===== config.mk =====
export PLATFORM = sky130hd
export DESIGN_NAME = drrs_back
export DESIGN_NICKNAME = d
export VERILOG_FILES = /design/src/drrs_pkg.sv /design/src/drrs_back.sv
export SDC_FILE = /design/constraint.sdc
export NUM_CORES = 1
export LEC_CHECK = 0
export ABC_AREA = 1
export ABC_CLOCK_PERIOD_IN_PS = 21800
export BUFFER_PORTS_ARGS = -buffer_cell sky130_fd_sc_hd__buf_2
export CORE_AREA = 2 2 130 132
export CTS_BUF_LIST = sky130_fd_sc_hd__clkbuf_8 sky130_fd_sc_hd__clkbuf_16
export DETAILED_ROUTE_END_ITERATION = 8
export DIE_AREA = 0 0 132 134
export PLACE_DENSITY = 0.79
export RECOVER_POWER = 100
export SLEW_MARGIN = 10
export SYNTH_ARGS = -nofsm -noshare
export SYNTH_HDL_FRONTEND = slang
export SYNTH_SLANG_ARGS = --single-unit

===== constraint.sdc =====
create_clock -name clock -period 21.8 [get_ports clock]
set_input_delay 4.36 -clock clock [delete_from_list [all_inputs] [get_ports clock]]
set_output_delay 4.36 -clock clock [all_outputs]
set_load 0.02 [all_outputs]

===== src/drrs_pkg.sv =====
// Shared constants, codes and types for the dirty region refresh selector.
// No dependencies; used by every module of the block.
package drrs_pkg;

   localparam int FRAME_WIDTH   = 256;
   localparam int FRAME_HEIGHT  = 128;
   localparam int BYTES_PER_ROW = 32;
   localparam int FRAME_SIZE    = FRAME_HEIGHT * BYTES_PER_ROW;

   localparam int PIXEL_W  = 8;
   localparam int SCREEN_W = 5;
   localparam int KIND_W   = 2;
   localparam int WINX_W   = 8;
   localparam int WINY_W   = 7;
   localparam int WINW_W   = 9;
   localparam int WINH_W   = 8;
   localparam int COUNT_W  = 8;
   localparam int THR_W    = 7;
   localparam int CSR_INDEX_W = 2;
   localparam int CSR_DATA_W  = 8;

   localparam int POS_W   = (FRAME_SIZE > 1) ? $clog2(FRAME_SIZE) : 1;
   localparam int ROW_W   = (FRAME_HEIGHT > 1) ? $clog2(FRAME_HEIGHT) : 1;
   localparam int COL_W   = (BYTES_PER_ROW > 1) ? $clog2(BYTES_PER_ROW) : 1;
   localparam int SPANR_W = $clog2(FRAME_HEIGHT + 1);
   localparam int SPANC_W = $clog2(BYTES_PER_ROW + 1);
   localparam int LEFT_W  = $clog2(FRAME_WIDTH + 1);
   localparam int PROD_W  = SPANC_W + SPANR_W;

   // dirty area * 100 with area = byte columns * 8 * rows
   localparam int AREA_SCALE = 8 * 100;
   localparam int LHS_W      = PROD_W + $clog2(AREA_SCALE + 1);
   localparam int RHS_W      = THR_W + $clog2(FRAME_WIDTH * FRAME_HEIGHT + 1);
   localparam int CMP_W      = (LHS_W > RHS_W) ? LHS_W : RHS_W;

   localparam int QUEUE_DEPTH = 4;
   localparam int QPTR_W      = $clog2(QUEUE_DEPTH);
   localparam int QCNT_W      = $clog2(QUEUE_DEPTH + 1);

   localparam logic [KIND_W-1:0] KIND_NONE    = 2'd0;
   localparam logic [KIND_W-1:0] KIND_PARTIAL = 2'd1;
   localparam logic [KIND_W-1:0] KIND_FULL    = 2'd2;

   localparam logic [CSR_INDEX_W-1:0] CSR_THRESHOLD = 2'd0;
   localparam logic [CSR_INDEX_W-1:0] CSR_LIMIT     = 2'd1;

   localparam logic [THR_W-1:0]   THRESHOLD_RESET = 7'd75;
   localparam logic [COUNT_W-1:0] LIMIT_RESET     = 8'd30;
   localparam logic [COUNT_W-1:0] COUNT_MAX       = 8'hFF;

   typedef struct packed {
      logic                dirty;
      logic [ROW_W-1:0]    row;
      logic [COL_W-1:0]    col;
      logic                last;
      logic [SCREEN_W-1:0] screen_id;
      logic                force_full;
   } q_entry_type;

endpackage


===== src/drrs_back.sv =====
// Back end: bounding box tracking, refresh decision, partial counter,
// configuration registers and response register. Depends on drrs_pkg.
module drrs_back (
   input  logic                             clock,
   input  logic                             reset,
   input  logic                             q_not_empty,
   input  drrs_pkg::q_entry_type            q_head,
   output logic                             q_pop,
   input  logic                             csr_valid,
   output logic                             csr_ready,
   input  logic [drrs_pkg::CSR_INDEX_W-1:0] csr_index,
   input  logic [drrs_pkg::CSR_DATA_W-1:0]  csr_wdata,
   output logic                             rsp_valid,
   input  logic                             rsp_stall,
   output logic [drrs_pkg::KIND_W-1:0]      rsp_refresh_kind,
   output logic [drrs_pkg::WINX_W-1:0]      rsp_win_x,
   output logic [drrs_pkg::WINY_W-1:0]      rsp_win_y,
   output logic [drrs_pkg::WINW_W-1:0]      rsp_win_width,
   output logic [drrs_pkg::WINH_W-1:0]      rsp_win_height,
   output logic [drrs_pkg::COUNT_W-1:0]     rsp_partial_count_now
);
   import drrs_pkg::*;

   logic [THR_W-1:0]    thr_ff;
   logic [COUNT_W-1:0]  limit_ff;

   logic [ROW_W-1:0]    min_row_ff, max_row_ff, min_row_in, max_row_in;
   logic [COL_W-1:0]    min_col_ff, max_col_ff, min_col_in, max_col_in;
   logic                any_ff, any_in;

   logic                d_valid_ff;
   logic                d_any_ff;
   logic [ROW_W-1:0]    d_min_row_ff;
   logic [COL_W-1:0]    d_min_col_ff;
   logic [SPANR_W-1:0]  d_span_row_ff;
   logic [SPANC_W-1:0]  d_span_col_ff;
   logic [SCREEN_W-1:0] d_screen_ff;
   logic                d_force_ff;

   logic [COUNT_W-1:0]  partial_ff, partial_in;
   logic [SCREEN_W-1:0] last_screen_ff;

   logic                rsp_valid_ff;
   logic [KIND_W-1:0]   kind_ff, kind_in;
   logic [WINX_W-1:0]   win_x_ff, win_x_in;
   logic [WINY_W-1:0]   win_y_ff, win_y_in;
   logic [WINW_W-1:0]   win_w_ff, win_w_in;
   logic [WINH_W-1:0]   win_h_ff, win_h_in;

   logic                out_free, d_free, d_fire, last_pop;
   logic [ROW_W-1:0]    nx_min_row, nx_max_row;
   logic [COL_W-1:0]    nx_min_col, nx_max_col;
   logic                nx_any;
   logic [PROD_W-1:0]   prod;
   logic [CMP_W-1:0]    lhs, rhs;
   logic [LEFT_W-1:0]   left, wpix, fw;
   logic [LEFT_W:0]     right;
   logic                go_full;

   assign csr_ready = 1'b1;

   always_ff @(posedge clock) begin
      if (reset) begin
         thr_ff   <= THRESHOLD_RESET;
         limit_ff <= LIMIT_RESET;
      end else if (csr_valid) begin
         case (csr_index)
            CSR_THRESHOLD: thr_ff   <= csr_wdata[THR_W-1:0];
            CSR_LIMIT:     limit_ff <= csr_wdata[COUNT_W-1:0];
            default: ;
         endcase
      end
   end

   assign out_free = !rsp_valid_ff || !rsp_stall;
   assign d_fire   = d_valid_ff && out_free;
   assign d_free   = !d_valid_ff || out_free;
   assign q_pop    = q_not_empty && (!q_head.last || d_free);
   assign last_pop = q_pop && q_head.last;

   // box including the popped byte
   always_comb begin
      nx_min_row = min_row_ff;
      nx_max_row = max_row_ff;
      nx_min_col = min_col_ff;
      nx_max_col = max_col_ff;
      nx_any     = any_ff;
      if (q_head.dirty) begin
         nx_any = 1'b1;
         if (!any_ff) begin
            nx_min_row = q_head.row;
            nx_max_row = q_head.row;
            nx_min_col = q_head.col;
            nx_max_col = q_head.col;
         end else begin
            if (q_head.row < min_row_ff) nx_min_row = q_head.row;
            if (q_head.row > max_row_ff) nx_max_row = q_head.row;
            if (q_head.col < min_col_ff) nx_min_col = q_head.col;
            if (q_head.col > max_col_ff) nx_max_col = q_head.col;
         end
      end
   end

   always_comb begin
      min_row_in = min_row_ff;
      max_row_in = max_row_ff;
      min_col_in = min_col_ff;
      max_col_in = max_col_ff;
      any_in     = any_ff;
      if (q_pop) begin
         if (q_head.last) begin
            min_row_in = '1;
            max_row_in = '0;
            min_col_in = '1;
            max_col_in = '0;
            any_in     = 1'b0;
         end else begin
            min_row_in = nx_min_row;
            max_row_in = nx_max_row;
            min_col_in = nx_min_col;
            max_col_in = nx_max_col;
            any_in     = nx_any;
         end
      end
   end

   always_ff @(posedge clock) begin
      if (reset) begin
         min_row_ff <= '1;
         max_row_ff <= '0;
         min_col_ff <= '1;
         max_col_ff <= '0;
         any_ff     <= 1'b0;
         d_valid_ff <= 1'b0;
      end else begin
         min_row_ff <= min_row_in;
         max_row_ff <= max_row_in;
         min_col_ff <= min_col_in;
         max_col_ff <= max_col_in;
         any_ff     <= any_in;
         d_valid_ff <= last_pop || (d_valid_ff && !out_free);
      end
   end

   always_ff @(posedge clock) begin
      if (last_pop) begin
         d_any_ff      <= nx_any;
         d_min_row_ff  <= nx_min_row;
         d_min_col_ff  <= nx_min_col;
         d_span_row_ff <= SPANR_W'(nx_max_row) - SPANR_W'(nx_min_row) + SPANR_W'(1);
         d_span_col_ff <= SPANC_W'(nx_max_col) - SPANC_W'(nx_min_col) + SPANC_W'(1);
         d_screen_ff   <= q_head.screen_id;
         d_force_ff    <= q_head.force_full;
      end
   end

   always_comb begin
      prod    = PROD_W'(d_span_col_ff) * PROD_W'(d_span_row_ff);
      lhs     = CMP_W'(prod) * CMP_W'(AREA_SCALE);
      rhs     = CMP_W'(thr_ff) * CMP_W'(FRAME_WIDTH * FRAME_HEIGHT);
      go_full = d_force_ff || (d_screen_ff != last_screen_ff) || (lhs > rhs) ||
                (partial_ff >= limit_ff);
      fw      = LEFT_W'(FRAME_WIDTH);
      left    = LEFT_W'(d_min_col_ff) << 3;
      wpix    = LEFT_W'(d_span_col_ff) << 3;
      right   = {1'b0, left} + {1'b0, wpix};

      kind_in    = KIND_NONE;
      win_x_in   = '0;
      win_y_in   = '0;
      win_w_in   = '0;
      win_h_in   = '0;
      partial_in = partial_ff;
      if (d_any_ff) begin
         if (go_full) begin
            kind_in    = KIND_FULL;
            win_w_in   = WINW_W'(FRAME_WIDTH);
            win_h_in   = WINH_W'(FRAME_HEIGHT);
            partial_in = '0;
         end else begin
            kind_in  = KIND_PARTIAL;
            win_x_in = WINX_W'(left);
            win_y_in = WINY_W'(d_min_row_ff);
            win_h_in = WINH_W'(d_span_row_ff);
            if (left >= fw) begin
               win_w_in = '0;
            end else if (right > {1'b0, fw}) begin
               win_w_in = WINW_W'(fw - left);
            end else begin
               win_w_in = WINW_W'(wpix);
            end
            if (partial_ff != COUNT_MAX) begin
               partial_in = partial_ff + COUNT_W'(1);
            end
         end
      end
   end

   always_ff @(posedge clock) begin
      if (reset) begin
         partial_ff     <= '0;
         last_screen_ff <= '0;
         rsp_valid_ff   <= 1'b0;
      end else begin
         if (d_fire) begin
            partial_ff     <= partial_in;
            last_screen_ff <= d_screen_ff;
         end
         rsp_valid_ff <= d_fire || (rsp_valid_ff && rsp_stall);
      end
   end

   always_ff @(posedge clock) begin
      if (d_fire) begin
         kind_ff  <= kind_in;
         win_x_ff <= win_x_in;
         win_y_ff <= win_y_in;
         win_w_ff <= win_w_in;
         win_h_ff <= win_h_in;
      end
   end

   assign rsp_valid             = rsp_valid_ff;
   assign rsp_refresh_kind      = kind_ff;
   assign rsp_win_x             = win_x_ff;
   assign rsp_win_y             = win_y_ff;
   assign rsp_win_width         = win_w_ff;
   assign rsp_win_height        = win_h_ff;
   assign rsp_partial_count_now = partial_ff;

`ifndef ASSERT_OFF
   a_full_clears_count: assert property (@(posedge clock) disable iff (reset)
      rsp_valid_ff && (kind_ff == KIND_FULL) |-> (partial_ff == '0))
      else $error("full refresh left partial count nonzero");

   a_none_empty_window: assert property (@(posedge clock) disable iff (reset)
      rsp_valid_ff && (kind_ff == KIND_NONE) |-> (win_w_ff == '0) && (win_h_ff == '0))
      else $error("no-refresh result carries a window");

   a_decision_held: assert property (@(posedge clock) disable iff (reset)
      d_valid_ff && !out_free |=> d_valid_ff && $stable(d_screen_ff))
      else $error("pending decision lost while response stalled");

   a_box_cleared: assert property (@(posedge clock) disable iff (reset)
      last_pop |=> !any_ff)
      else $error("bounding box not cleared at end of frame");
`endif

endmodule


==> results.py <==
metrics = {
    "logic_synthesis": {
        "yosysSeqAreaShare": 0.3062,
        "ys_ff_latch": 116,
        "syn_area_per_cell_sq_um": 8.165,
        "async_flop_share": 0,
        "syn_inst": 1173,
        "yosysMostFrequentCell": "inv_1",
        "synth-edff-count": 61,
        "yosys_warnings": 0,
        "post-synth-top-area-cell": "edfxtp_1",
        "synthTopCellsByArea": "edfxtp_1, ha_1, dfxtp_1",
        "synth_ff_type": "edfxtp_1",
        "synth_top_area_share": 0.1912,
        "synth_area_sq_mm": 0.009578,
        "yosys-top-cells-count": "inv_1, nand2_1, ha_1, a21oi_1, edfxtp_1",
        "ys_types": 46,
    },
    "critical_path": {
        "critical_path.cell_chain": "buf_2 -> nand2_1 -> nor2_1 -> nand2_1 -> nand2_1 -> inv_1 -> clkbuf_1",
        "r2r_end": "rsp_win_width[4]",
        "crit_top_cell": "nand2_1",
        "crit_type": "primary input to output port",
        "reg2reg_setup_slack_ns": 11.88,
        "crit_slowest_cell": "nand2_1",
        "reg2reg_from": "d_span_col_ff[5]",
        "worst_ep_arrival_time_ns": 5.92,
        "crit_required_ns": 17.44,
        "endpoint_kind": "output port",
        "crit_buf_inv": 3,
        "max_stage_delay_ns": 0.78,
        "reg2reg_depth": 41,
        "critical_path.max_fanout": 38,
        "path_depth": 7,
        "start_kind": "primary input",
        "critPathTopFamily": "simple AND/OR/NAND/NOR gates",
    },
    "floorplan": {
        "core_sq_mm": 0.01629,
        "pin_count": 80,
        "start_util": 0.5880,
        "dieHeight_microns": 134,
        "die_w_microns": 132,
        "rows": 47,
        "die-area_sq_mm": 0.01769,
    },
    "placement": {
        "place_inst": 1444,
        "place.gp.congestion": 0.8681,
        "numPortBuffers": 72,
        "place_ws_ns": 11.51,
        "dp_hpwl_microns": 14930,
    },
    "global_routing": {
        "overflow": 0,
        "antenna_found_initial": 0,
        "grt_pass1_wl_microns": 32590,
        "track_usage": 0.2281,
        "grt_pass1_vias": 7173,
        "grt_max_degree": 39,
        "grt_use_met1": 0.2903,
        "use_met2": 0.3912,
        "globalRouteMet3Util": 0.03704,
        "top_usage_layer": "met2",
    },
    "timing": {
        "max_freq_ghz": 0.09724,
        "setup_ws_ns": 11.52,
        "max_slew_margin": -0.2656,
        "setup-violations-final": 0,
        "drv_slew": 96,
        "period_share": 0.4717,
        "fin_worst_skew_ns": 0.008565,
        "worst_pin_slew_ns": 1.894,
        "rsz0062_at_grt": "false",
        "hold_violations": 0,
        "finalSetupTns_ns": 0,
        "post-route-min-period_ns": 10.28,
    },
    "clocking": {
        "post_cts_resized": 0,
        "cts_sinks": 116,
        "clk_pin_slew_worst_paths_ns": 0.06,
        "holdBufCountCts": 0,
        "cts_tree": "done",
        "cts_buffers": 17,
        "h-tree-depth": 4,
        "clk_latency_ns": 0.42,
        "cts_setup_buffers": 0,
        "cts.root.buffer_cell": "clkbuf_16",
        "cts_buffer_depth": 2,
    },
    "finish": {
        "finalNonFillerCells": 1476,
        "syn2layout_area_growth_pct": 9.680,
        "drive_gt1_frac": 0.07166,
        "finish.utilization": 0.6449,
        "finalNetCount": 1447,
        "diodes": 0,
    },
    "hold_path": {
        "min_to": "max_col_ff[2]",
        "hp-start": "max_col_ff[2]",
        "hold_path_depth": 2,
        "hp-class": "register to register",
    },
    "flow_run": {
        "cap_violations": 3,
    },
    "route": {
        "drc": 0,
        "wl_microns": 19360,
        "ant_nets": 0,
        "via_per_inst": 5.135,
        "wire_per_inst_microns": 13.11,
        "vias": 7579,
        "drtIter0Drc": 314,
        "first_pass_iters": 5,
    },
    "run_status": {
        "status": "finished, violations left",
        "violations": "max-capacitance violations, max-slew violations",
    },
}
[per-stage QoR]
| step | instance area [sq um] | hold WS [ns] |
|---|---|---|
| finish | 10510 | 0.4630 |
| global route | 10510 | 0.4861 |
| CTS | 10620 | 0.4648 |
| detailed placement | 10070 | 0.4561 |
| global placement | 10070 | 0.4514 |
| floorplan | 9597 | 0.4331 |
[cells by family (layout without fill, tap and decap cells)]
group           after synthesis  count (layout)  share of synthesized area
flops                       116             116                     0.3062
simple gates                393             393                     0.1898
fa+ha+maj                   169             169                     0.2498
xor+xnor                     39              39                    0.03762
other cells                   2               7                  0.0007841
compound gates              172             172                    0.09732
buf+inv                     282             360                     0.1185
[worst register-to-register path: cells and delay by family (launching register included)]
kind | cells | cell delay, ns
adders and majority gates | 9 | 3.68
AOI/OAI and AO/OA | 4 | 1.32
xor gates and xnor gates | 2 | 0.65
and+or+nand+nor | 17 | 2.84
buffers and inverters | 9 | 0.61
DFF | 1 | 0.58
[registers in the layout, indices dropped and copies added, names as in the netlist, 6 cells and up]
name / flops
rsp_win_height: 8
min_row_ff: 7
d_span_col_ff: 6
rsp_win_y: 7
rsp_win_width: 6
rsp_partial_count_now: 8
d_span_row_ff: 8
max_row_ff: 7
limit_ff: 8
thr_ff: 7
d_min_row_ff: 7
[metal layers]
layer | share of wire | wire length [microns]
met4 | 0.017 | 336
met2 | 0.49 | 9462
met5 | 0 | 0
met3 | 0.049 | 952
met1 | 0.44 | 8606
[worst max-delay path by stage]
stage / start / endpoint / slack, ns
global placement: rsp_stall / q_pop / 11.55
detailed placement: rsp_stall / q_pop / 11.51
CTS: rsp_stall / q_pop / 11.51
floorplan: rsp_stall / q_pop / 12.50
finish: rsp_stall / q_pop / 11.52
global route: d_span_col_ff[5] / rsp_win_width[4] / 11.11
[layout make-up]
| cell class | instances | area [sq um] |
|---|---|---|
| clock inverters | 15 | 126.4 |
| multi-input cells | 780 | 5480 |
| inverters | 254 | 953.4 |
| fillers | 1414 | 5784 |
| flip-flops and latches | 116 | 2933 |
| clock buffers | 17 | 425.4 |
| repair buffers | 74 | 311.5 |
| well taps | 220 | 275.3 |
[placed cells by master (no fill, tap or decap), types with 3 or more instances in the layout]
cell and count:
a21oi_1 82, a31oi_1 4, buf_2 27, clkbuf_1 47
clkbuf_16 17, clkinv_1 4, clkinv_2 3, conb_1 7
dfxtp_1 55, edfxtp_1 61, fa_1 37, ha_1 132
inv_1 256, nand2_1 247, nand2_2 6, nand3_1 31
nand3_2 3, nand3b_1 4, nand4_1 15, nor2_1 57
nor2_2 4, nor2_4 16, nor3_1 4, o211ai_1 10
o21ai_0 60, o21bai_1 6, or2_2 3, xnor2_1 15
xor2_1 23
Power is left out: the tool's default activity adds up to more than one toggle a clock period on the data nets, which glitch-free logic cannot reach.
