--- src/drrs_pkg.sv ---
// Shared constants, codes and types for the dirty region refresh selector.
// No dependencies; used by every module of the block.
package drrs_pkg;

   localparam int FRAME_WIDTH   = 256;
   localparam int FRAME_HEIGHT  = 128;
   localparam int BYTES_PER_ROW = 32;
   localparam int FRAME_SIZE    = FRAME_HEIGHT * BYTES_PER_ROW;

   localparam int PIXEL_W  = 8;
   localparam int SCREEN_W = 5;
   localparam int KIND_W   = 2;
   localparam int WINX_W   = 8;
   localparam int WINY_W   = 7;
   localparam int WINW_W   = 9;
   localparam int WINH_W   = 8;
   localparam int COUNT_W  = 8;
   localparam int THR_W    = 7;
   localparam int CSR_INDEX_W = 2;
   localparam int CSR_DATA_W  = 8;

   localparam int POS_W   = (FRAME_SIZE > 1) ? $clog2(FRAME_SIZE) : 1;
   localparam int ROW_W   = (FRAME_HEIGHT > 1) ? $clog2(FRAME_HEIGHT) : 1;
   localparam int COL_W   = (BYTES_PER_ROW > 1) ? $clog2(BYTES_PER_ROW) : 1;
   localparam int SPANR_W = $clog2(FRAME_HEIGHT + 1);
   localparam int SPANC_W = $clog2(BYTES_PER_ROW + 1);
   localparam int LEFT_W  = $clog2(FRAME_WIDTH + 1);
   localparam int PROD_W  = SPANC_W + SPANR_W;

   // dirty area * 100 with area = byte columns * 8 * rows
   localparam int AREA_SCALE = 8 * 100;
   localparam int LHS_W      = PROD_W + $clog2(AREA_SCALE + 1);
   localparam int RHS_W      = THR_W + $clog2(FRAME_WIDTH * FRAME_HEIGHT + 1);
   localparam int CMP_W      = (LHS_W > RHS_W) ? LHS_W : RHS_W;

   localparam int QUEUE_DEPTH = 4;
   localparam int QPTR_W      = $clog2(QUEUE_DEPTH);
   localparam int QCNT_W      = $clog2(QUEUE_DEPTH + 1);

   localparam logic [KIND_W-1:0] KIND_NONE    = 2'd0;
   localparam logic [KIND_W-1:0] KIND_PARTIAL = 2'd1;
   localparam logic [KIND_W-1:0] KIND_FULL    = 2'd2;

   localparam logic [CSR_INDEX_W-1:0] CSR_THRESHOLD = 2'd0;
   localparam logic [CSR_INDEX_W-1:0] CSR_LIMIT     = 2'd1;

   localparam logic [THR_W-1:0]   THRESHOLD_RESET = 7'd75;
   localparam logic [COUNT_W-1:0] LIMIT_RESET     = 8'd30;
   localparam logic [COUNT_W-1:0] COUNT_MAX       = 8'hFF;

   typedef struct packed {
      logic                dirty;
      logic [ROW_W-1:0]    row;
      logic [COL_W-1:0]    col;
      logic                last;
      logic [SCREEN_W-1:0] screen_id;
      logic                force_full;
   } q_entry_type;

endpackage

--- src/drrs_queue.sv ---
// Short FIFO of classified entries between front end and decision back end.
// Depends on drrs_pkg for the entry type and depth.
module drrs_queue (
   input  logic                        clock,
   input  logic                        reset,
   input  logic                        push,
   input  drrs_pkg::q_entry_type       push_entry,
   input  logic                        pop,
   output logic                        not_empty,
   output drrs_pkg::q_entry_type       head,
   output logic [drrs_pkg::QCNT_W-1:0] count
);
   import drrs_pkg::*;

   q_entry_type         slot_ff [QUEUE_DEPTH];
   logic [QPTR_W-1:0]   wr_ptr_ff, wr_ptr_in;
   logic [QPTR_W-1:0]   rd_ptr_ff, rd_ptr_in;
   logic [QCNT_W-1:0]   count_ff, count_in;

   always_comb begin
      wr_ptr_in = wr_ptr_ff;
      rd_ptr_in = rd_ptr_ff;
      count_in  = count_ff;
      if (push) begin
         wr_ptr_in = wr_ptr_ff + QPTR_W'(1);
      end
      if (pop) begin
         rd_ptr_in = rd_ptr_ff + QPTR_W'(1);
      end
      if (push && !pop) begin
         count_in = count_ff + QCNT_W'(1);
      end else if (pop && !push) begin
         count_in = count_ff - QCNT_W'(1);
      end
   end

   always_ff @(posedge clock) begin
      if (reset) begin
         wr_ptr_ff <= '0;
         rd_ptr_ff <= '0;
         count_ff  <= '0;
      end else begin
         wr_ptr_ff <= wr_ptr_in;
         rd_ptr_ff <= rd_ptr_in;
         count_ff  <= count_in;
      end
   end

   always_ff @(posedge clock) begin
      if (push) begin
         slot_ff[wr_ptr_ff] <= push_entry;
      end
   end

   assign not_empty = (count_ff != '0);
   assign head      = slot_ff[rd_ptr_ff];
   assign count     = count_ff;

endmodule

--- config.mk ---
export PLATFORM = sky130hd
export DESIGN_NAME = drrs_queue
export DESIGN_NICKNAME = d
export VERILOG_FILES = /design/src/drrs_pkg.sv /design/src/drrs_queue.sv
export SDC_FILE = /design/constraint.sdc
export NUM_CORES = 1
export LEC_CHECK = 0
export ABC_AREA = 1
export BUFFER_PORTS_ARGS = -buffer_cell sky130_fd_sc_hd__buf_4
export CAP_MARGIN = 10
export CORE_AREA = 5 5 82 84
export CTS_BUF_LIST = sky130_fd_sc_hd__clkbuf_4 sky130_fd_sc_hd__clkbuf_8
export CTS_CLUSTER_SIZE = 40
export DETAILED_ROUTE_END_ITERATION = 6
export DIE_AREA = 0 0 87 89
export GPL_ROUTABILITY_DRIVEN = 0
export PLACE_DENSITY_LB_ADDON = 0.1
export SLEW_MARGIN = 20
export SYNTH_ARGS = -nofsm -noshare
export SYNTH_HDL_FRONTEND = slang
export SYNTH_SLANG_ARGS = --single-unit
--- constraint.sdc ---
create_clock -name clock -period 1.7 [get_ports clock]
set_input_delay 0.34 -clock clock [delete_from_list [all_inputs] [get_ports clock]]
set_output_delay 0.34 -clock clock [all_outputs]
set_load 0.01 [all_outputs]
==> impl_metrics.toml, run 1 <==
[outcome]
status = "finished, violations left"
violations = "setup timing"

[logic_synthesis]
ys_seq_area_share_pct = 76.3
synth_edf_count = 80
synthCells = 252
synth_area_leader_cell = "edfxtp_1"
synthTopCellsByCount = "80 x edfxtp_1, 47 x nor2_1, 40 x o21ai_1"
ys_seq_elements = 89
synthFlopType = "edfxtp_1"
synth_area_leaders = "edfxtp_1 71%, o21ai_1 5.9%, dfxtp_1 5.3%, nor2_1 5.2%, o22ai_1 3.7%"
synth-async-reset-ratio_pct = 0
syn_area_um2 = 3380
synth.most_common_cell = "edfxtp_1"
yosys_warnings = 0
synth_top_cell_area_share_pct = 71.0
synth_fp_nets = 282
synth_cell_types = 17
syn_avg_cell_area_um2 = 13.4

[timing]
final_max_slew_viol_count = 0
layout_min_cycle_time_ns = 1.72
skew_ns = 0.00798
finalSetupViolCount = 1
fin_ws_ns = -0.0193
relSlewSlack_pct = 75.4
final-hold-violation-count = 0
holdWs_ns = 0.154
fmax_mhz = 582
tightestPinTransition_ns = 0.369
min_period_over_period_pct = 101
rsz0062_at_grt = "yes"

[power]
ir_worst_vdd_mv = 0.640
pwr-share-clk_pct = 30.7
switching_power_w = 0.00110
pwr-share-comb_pct = 13.6
leakage_nw = 1.62
internal_power_w = 0.00346
pwr-share-seq_pct = 55.7
swShare_pct = 24.1
finalPower_w = 0.00455
power_density_nw_per_um2 = 1070

[clocking]
cts.sinks = 89
numCtsBuffers = 9
cts_max_level = 3
clockBufferDepth = 2
cts-root-buf = "clkbuf_8"
clk_pin_slew_worst_paths_ns = 0.08
hold_buffers = 0
tritoncts = "built"
clk-insertion-delay-late_ns = 0.34

[layout]
layout-drive-gt1-share_pct = 29.8
multiInputGateArea_um2 = 733
final_cells = 397
final_net_count = 347
diodes = 0
fin_area_um2 = 4260
syn2layout_area_growth_pct = 25.8
nFillCells = 382
seq_area_um2 = 2590

[global_route]
grtUsageTotal_pct = 18.5
grt_overflow_total = 0
antenna_found_initial = 0
grt_pass1_wl_mm = 10.4
grt_max_degree = 23
grt_pass1_vias = 2152

[floorplanning]
die-area_um2 = 7740
die_h_um = 89
fp-row-count = 28
die_w_um = 87
placeableCoreArea_um2 = 5850
top_level_ports = 48
start_util_pct = 57.8

[drt]
dr.pass1.iters = 4
vias_per_cell = 5.38
vias = 2137
drt_iter0_drc = 82
routed_wl_mm = 6.69
drc = 0
ant_nets = 0
drt-wirelength-per-cell_um = 16.9

[setup_path]
worstReg2RegStart = "wr_ptr_ff[0]"
crit_path_top_delay_cell = "dfxtp_4"
worstPathCellList = "buf_12 -> o21ai_1 -> o22ai_1 -> buf_4"
worstSetupStartpointType = "flip-flop"
cp_max_fo = 18
cp.arrival_ns = 1.38
worst-setup-path-type = "flip-flop to output port"
path_buf_inv = 2
endpoint_kind = "output port"
crit_family = "flip-flops"
worstPathRequired_ns = 1.36
slowest_delay_ns = 0.42

[placement]
place_inst = 378
dpl_cell_area_um2 = 3920
hpwl_mm = 4.17
port-buffer-count = 47

[run]
maxCapViolCount = 0

[worst_hold_path]
hold_start = "reset"
hold_path.class = "input pin to flip-flop"
[power groups by stage]
stage	clock network [W]	logic (W)	registers (W)
global route	0.00153	0.000686	0.00254
detailed placement	0	0.000574	0.00258
finish	0.00140	0.000621	0.00254
floorplan	0	0.000276	0.00257
global placement	0	0.000556	0.00257
CTS	0.00142	0.000605	0.00253
[metrics by stage]
step	setup TNS (ns)	setup slack [ns]	utilization [%]
after floorplan	0	0.332	-
after CTS	-0.00630	-0.00227	71.8
after global placement	0	0.210	67.0
final	-0.0193	-0.0193	72.8
after global routing	-0.893	-0.0668	72.8
after detailed placement	0	0.168	67.0
[kinds of logic after synthesis]
kind of cell	synth area share (%)
AOI/OAI and AO/OA	10.8
xor gates and xnor gates	0.259
adders and majority gates	2.44
buffers and inverters	3.51
DFF	76.3
and+or+nand+nor	6.66
[state kept, by name, indices dropped and copies added (netlist names), named ones only]
register,cells
count,3
rd_ptr_ff,2
slot_ff,80
wr_ptr_ff,2
[placed cells by master (no fill, tap or decap), types with 2 or more instances in the layout]
cell type	n
buf_6	3
clkinv_4	2
clkbuf_8	9
o21ai_1	33
o22ai_2	2
o21ai_0	5
inv_1	15
nor2_2	2
ha_1	5
o21ai_2	6
nand2_1	10
clkinv_2	2
o22ai_1	18
dfxtp_1	7
buf_12	5
nor2_1	45
a21oi_1	3
edfxtp_1	80
buf_4	57
[final timing paths]
path	to	slack, ns	cells after the start
setup / recovery	head[12]	-0.02	4
hold / removal	count[0]	0.15	2
setup reg to reg	slot_ff[0][5]	0.27	5
hold reg to reg	flip-flop	0.46	1
[routing by layer]
layer / up-vias / share of wire [%] / global-route usage [%]
li1: 1046 / - / -
met1: 1022 / 40 / 22.5
met2: 50 / 52 / 30.7
met3: 19 / 5.1 / 4.88
met5: - / 0 / 0
met4: 0 / 3.1 / 9.35
[repair_timing]
action	CTS	global route
pin swaps	1	0
buffers inserted	2	0
gates cloned	1	0
hold endpoints to repair	0	0
endpoints found under the setup margin	20	20
resized for setup	21	13
[layout make-up]
| type | count | share of cell area, % |
|---|---|---|
| clock inverters | 7 | 1.65 |
| well taps | 75 | 2.20 |
| inverters | 17 | 1.68 |
| flip-flops and latches | 89 | 60.8 |
| repair buffers | 66 | 13.6 |
| clock buffers | 9 | 2.91 |
| multi-input cells | 134 | 17.2 |
No activity file was read; power rests on OpenSTA's default activity.
==> run 2: changes to the inputs <==
- SETUP_SLACK_MARGIN: unset -> 0.1
==> run 2 against run 1 <==
The flow still finishes with violations (setup timing); utilization up 1.3 points; global-route usage up 0.35 points; die area unchanged; critical path depth up 1; register-to-register slack about the same; worst setup slack worse by 0.0018 ns; largest cell class unchanged; largest power group unchanged.
==> impl_metrics.toml, run 2 (same netlist as run 1, synthesis figures left out) <==
[layout]
final_cell_mix = "80 x edfxtp_1, 57 x buf_4, 44 x nor2_1"
final_common_cell = "edfxtp_1"
diodes = 0
syn2layout_area_growth_pct = 28.1
final_net_count = 348
largest_register_ffs = 80
final_cells = 398
layout-drive-gt1-share_pct = 32.8
max_flop_register = "slot_ff"

[setup_path]
endpoint_kind = "output port"
worstPathRequired_ns = 1.36
slowest_delay_ns = 0.42
cp_max_fo = 8
cp.arrival_ns = 1.38
crit_family = "flip-flops"
worst-setup-path-type = "flip-flop to output port"
path_buf_inv = 3
worstPathCellList = "inv_8 -> buf_12 -> o21ai_2 -> o22ai_2 -> buf_4"
worstSetupStartpointType = "flip-flop"
crit_path_top_delay_cell = "dfxtp_4"

[global_route]
grtUsageTotal_pct = 18.8
grt_pass1_vias = 2144
grt_pass1_wl_mm = 10.6
grt_overflow_total = 0
antenna_found_initial = 0
grt_max_degree = 23

[timing]
fmax_mhz = 581
final_max_slew_viol_count = 0
final-hold-violation-count = 0
tightestPinTransition_ns = 0.370
holdWs_ns = 0.153
skew_ns = 0.00642
finalSetupViolCount = 2
relSlewSlack_pct = 75.3
rsz0062_at_grt = "yes"
min_period_over_period_pct = 101
fin_ws_ns = -0.0211
layout_min_cycle_time_ns = 1.72

[drt]
routed_wl_mm = 6.92
dr.pass1.iters = 4
drt_iter0_drc = 105
vias_per_cell = 5.37
drt-wirelength-per-cell_um = 17.4
drc = 0
vias = 2139
ant_nets = 0

[clocking]
clockBufferDepth = 2
tritoncts = "built"
hold_buffers = 0
clk_pin_slew_worst_paths_ns = 0.08
clk-insertion-delay-late_ns = 0.34
cts_max_level = 3
numCtsBuffers = 9
cts.sinks = 89
cts-root-buf = "clkbuf_8"

[power]
leakage_nw = 1.65
ir_worst_vdd_mv = 0.628
power_density_nw_per_um2 = 1060
finalPower_w = 0.00459

[floorplanning]
top_level_ports = 48
fp-row-count = 28
start_util_pct = 57.8
die_w_um = 87
die_h_um = 89
die-area_um2 = 7740
placeableCoreArea_um2 = 5850

[placement]
place_inst = 378
port-buffer-count = 47
pre_cts_slack_ns = 0.168
hpwl_mm = 4.17

[outcome]
violations = "setup timing"
status = "finished, violations left"

[run]
maxCapViolCount = 0

[worst_hold_path]
hold_path.class = "input pin to flip-flop"
[run 2: layout make-up]
cell class              count  area [µm²]
multi-input cells         134         778
inverters                  17        71.3
clock inverters             7        70.1
well taps                  75        93.8
flip-flops and latches     89        2590
repair buffers             67         611
clock buffers               9         124
fillers                   368        1520
[run 2: final timing paths]
check / start / endpoint / slack [ns] / cells past startpoint
worst max register to register: wr_ptr_ff[0] / slot_ff[0][2] / 0.26 / 5
worst min register to register: rd_ptr_ff[1] / flip-flop / 0.46 / 1
worst max-delay path: flip-flop / head[12] / -0.02 / 5
worst min-delay path: reset / count[0] / 0.15 / 2
[run 2: metrics by stage]
step | TNS (ns) | instance area, µm² | util (%)
after floorplan | 0 | 3380 | -
after global placement | 0 | 3920 | 67.0
after detailed placement | 0 | 3920 | 67.0
after CTS | 0 | 4250 | 72.7
after global routing | -1.15 | 4340 | 74.1
final | -0.0213 | 4340 | 74.1
[run 2: layer usage]
metal / vias up / track usage, % / share of wire [%]
li1: 1046 / - / -
met1: 1031 / 22.7 / 39
met2: 52 / 32.0 / 53
met3: 10 / 4.79 / 6.2
met4: 0 / 8.64 / 1.5
met5: - / 0 / 0
[run 2: what timing repair did]
item	CTS	global route
resized for setup	34	13
buffers inserted	2	0
gates cloned	1	1
pin swaps	2	0
endpoints found under the setup margin	20	20
[run 2: where the power goes]
group / leakage, nW / internal, W / total, W / switching (W)
logic: 0.740 / 0.000307 / 0.000649 / 0.000343
registers: 0.810 / 0.00249 / 0.00254 / 0.0000484
clock network: 0.101 / 0.000679 / 0.00140 / 0.000720
==> run 3: changes to the inputs <==
- CORE_AREA: 5 5 82 84 -> 5 5 85 87
- DIE_AREA: 0 0 87 89 -> 0 0 90 92
==> run 3 against run 2 <==
The run still ends with setup timing left; largest cell class unchanged; critical path depth did not move; flip-flop and latch count unchanged; sequential power barely moved; combinational power fell by 2%; clock skew fell by 0.0013 ns; non-clock buffer count decreased by 2; routed wire length fell by 6.5%.
==> impl_metrics.toml, run 3 (same netlist as run 1, synthesis figures left out) <==
[outcome]
status = "finished, violations left"
violations = "setup timing"

[floorplanning]
die-area_um2 = 8280
fp-row-count = 29
die_w_um = 90
top_level_ports = 48
die_h_um = 92
start_util_pct = 53.9
placeableCoreArea_um2 = 6280

[layout]
fin_area_um2 = 4360
final_cell_mix = "80 x edfxtp_1, 55 x buf_4, 40 x nor2_1"
final_net_count = 346
max_flop_register = "slot_ff"
syn2layout_area_growth_pct = 28.9
diodes = 0
final_common_cell = "edfxtp_1"
largest_register_ffs = 80
final_cells = 397
layout-drive-gt1-share_pct = 32.8

[drt]
wl_met2_mm = 3.32
drc = 0
drt_iter0_drc = 100
m1WireLength_mm = 2.82
vias_per_cell = 5.19
route.met3.wl_um = 251
ant_nets = 0
top_layer = "met4"
dr.pass1.iters = 4
routed_wl_mm = 6.47
drt-wirelength-per-cell_um = 16.3
vias = 2060

[timing]
relSlewSlack_pct = 78.9
layout_min_cycle_time_ns = 1.70
finalSetupViolCount = 1
fin_ws_ns = -0.00465
holdWs_ns = 0.149
final_max_slew_viol_count = 0
tightestPinTransition_ns = 0.316
min_period_over_period_pct = 100
skew_ns = 0.00507
rsz0062_at_grt = "yes"
final-hold-violation-count = 0
fmax_mhz = 587

[clocking]
clockBufferDepth = 2
clk-insertion-delay-late_ns = 0.34
clk_pin_slew_worst_paths_ns = 0.08
numCtsBuffers = 9
cts_max_level = 3
tritoncts = "built"
cts-root-buf = "clkbuf_8"
cts.sinks = 89
hold_buffers = 0

[run]
maxCapViolCount = 0

[global_route]
grt_pass1_vias = 2154
grt_overflow_total = 0
antenna_found_initial = 0
grt_max_degree = 17
grt_pass1_wl_mm = 10.7
grtUsageTotal_pct = 16.8

[placement]
port-buffer-count = 47
dpl_cell_area_um2 = 3940
place_inst = 380
hpwl_mm = 4.06

[setup_path]
cp.arrival_ns = 1.36
worstReg2RegStart = "wr_ptr_ff[1]"
worstPathRequired_ns = 1.36
cp_max_fo = 9
r2r-end = "slot_ff[1][8]"
worstSetupStartpointType = "flip-flop"
worstPathCellList = "inv_8 -> buf_12 -> nor2_1 -> o22ai_1 -> buf_4"
worst-setup-path-type = "flip-flop to output port"
reg2regPathDepth = 5
r2r_setup_slack_ns = 0.30
crit_path_top_delay_cell = "dfxtp_4"
slowest_delay_ns = 0.39
endpoint_kind = "output port"

[power]
ir_worst_vdd_mv = 0.706
power_density_nw_per_um2 = 1100
finalPower_w = 0.00482
leakage_nw = 1.66

[worst_hold_path]
hold_path_end = "count[0]"
hold_path.class = "input pin to flip-flop"
hold-path-cell-count = 2
hold_start = "reset"
run 3: cell types whose count changed in the layout (fill, tap and decap cells not counted), sizes merged:
cell      before  now
buf           66   65
bufinv         1    3
clkbuf        10    9
clkinv         5    2
clkinvlp       0    1
inv           18   17
run 3: metal layers:
layer | global-route usage [%] | up-vias
li1 | - | 1035
met1 | 20.4 | 983
met2 | 28.3 | 35
met3 | 5.24 | 7
met4 | 6.58 | 0
met5 | 0 | -
run 3: per-stage QoR:
| step | worst slack (ns) | utilization, % | setup TNS (ns) |
|---|---|---|---|
| 2_1_floorplan | 0.332 | - | 0 |
| 3_3_place_gp | 0.200 | 62.7 | 0 |
| 3_5_place_dp | 0.134 | 62.7 | 0 |
| 4_1_cts | -0.0205 | 68.8 | -0.0747 |
| 5_1_grt | -0.0934 | 69.5 | -1.03 |
| 6_report | -0.00465 | 69.5 | -0.00465 |
run 3: worst max path at each step:
stage	start	to	slack, ns
CTS	flip-flop	head[5]	-0.02
finish	flip-flop	head[18]	-0.005
global route	flip-flop	head[18]	-0.09
floorplan	wr_ptr_ff[0]	slot_ff[2][0]	0.33
global placement	pop	count[2]	0.20
detailed placement	pop	count[2]	0.13
run 3: power breakdown:
part           switching, W  total [W]  internal (W)
clock              0.000683    0.00164      0.000962
sequential        0.0000458    0.00253       0.00249
combinational      0.000335   0.000637      0.000302
total               0.00106    0.00482       0.00375
run 3: cell type report:
| cell class | instances | area (µm²) |
|---|---|---|
| Clock buffer | 9 | 124 |
| Clock inverter | 6 | 108 |
| Fill cell | 448 | 1920 |
| Inverter | 17 | 71.3 |
| Multi-Input combinational cell | 134 | 773 |
| Sequential cell | 89 | 2590 |
| Tap cell | 77 | 96.3 |
| Timing Repair Buffer | 65 | 601 |
run 3: critical path, delay by kind of cell (launching register included):
kind	cells	cell delay (ns)
AO/OA/AOI/OAI	1	0.20
buffers and inverters	3	0.39
flip-flops	1	0.39
AND/OR/NAND/NOR	1	0.04
run 3: repair_timing:
action | CTS | global route
setup buffers | 0 | 0
gates cloned | 2 | 0
hold endpoints to repair | 0 | 0
gates resized for setup | 31 | 11
setup endpoints to repair | 20 | 20
pin swaps | 4 | 1
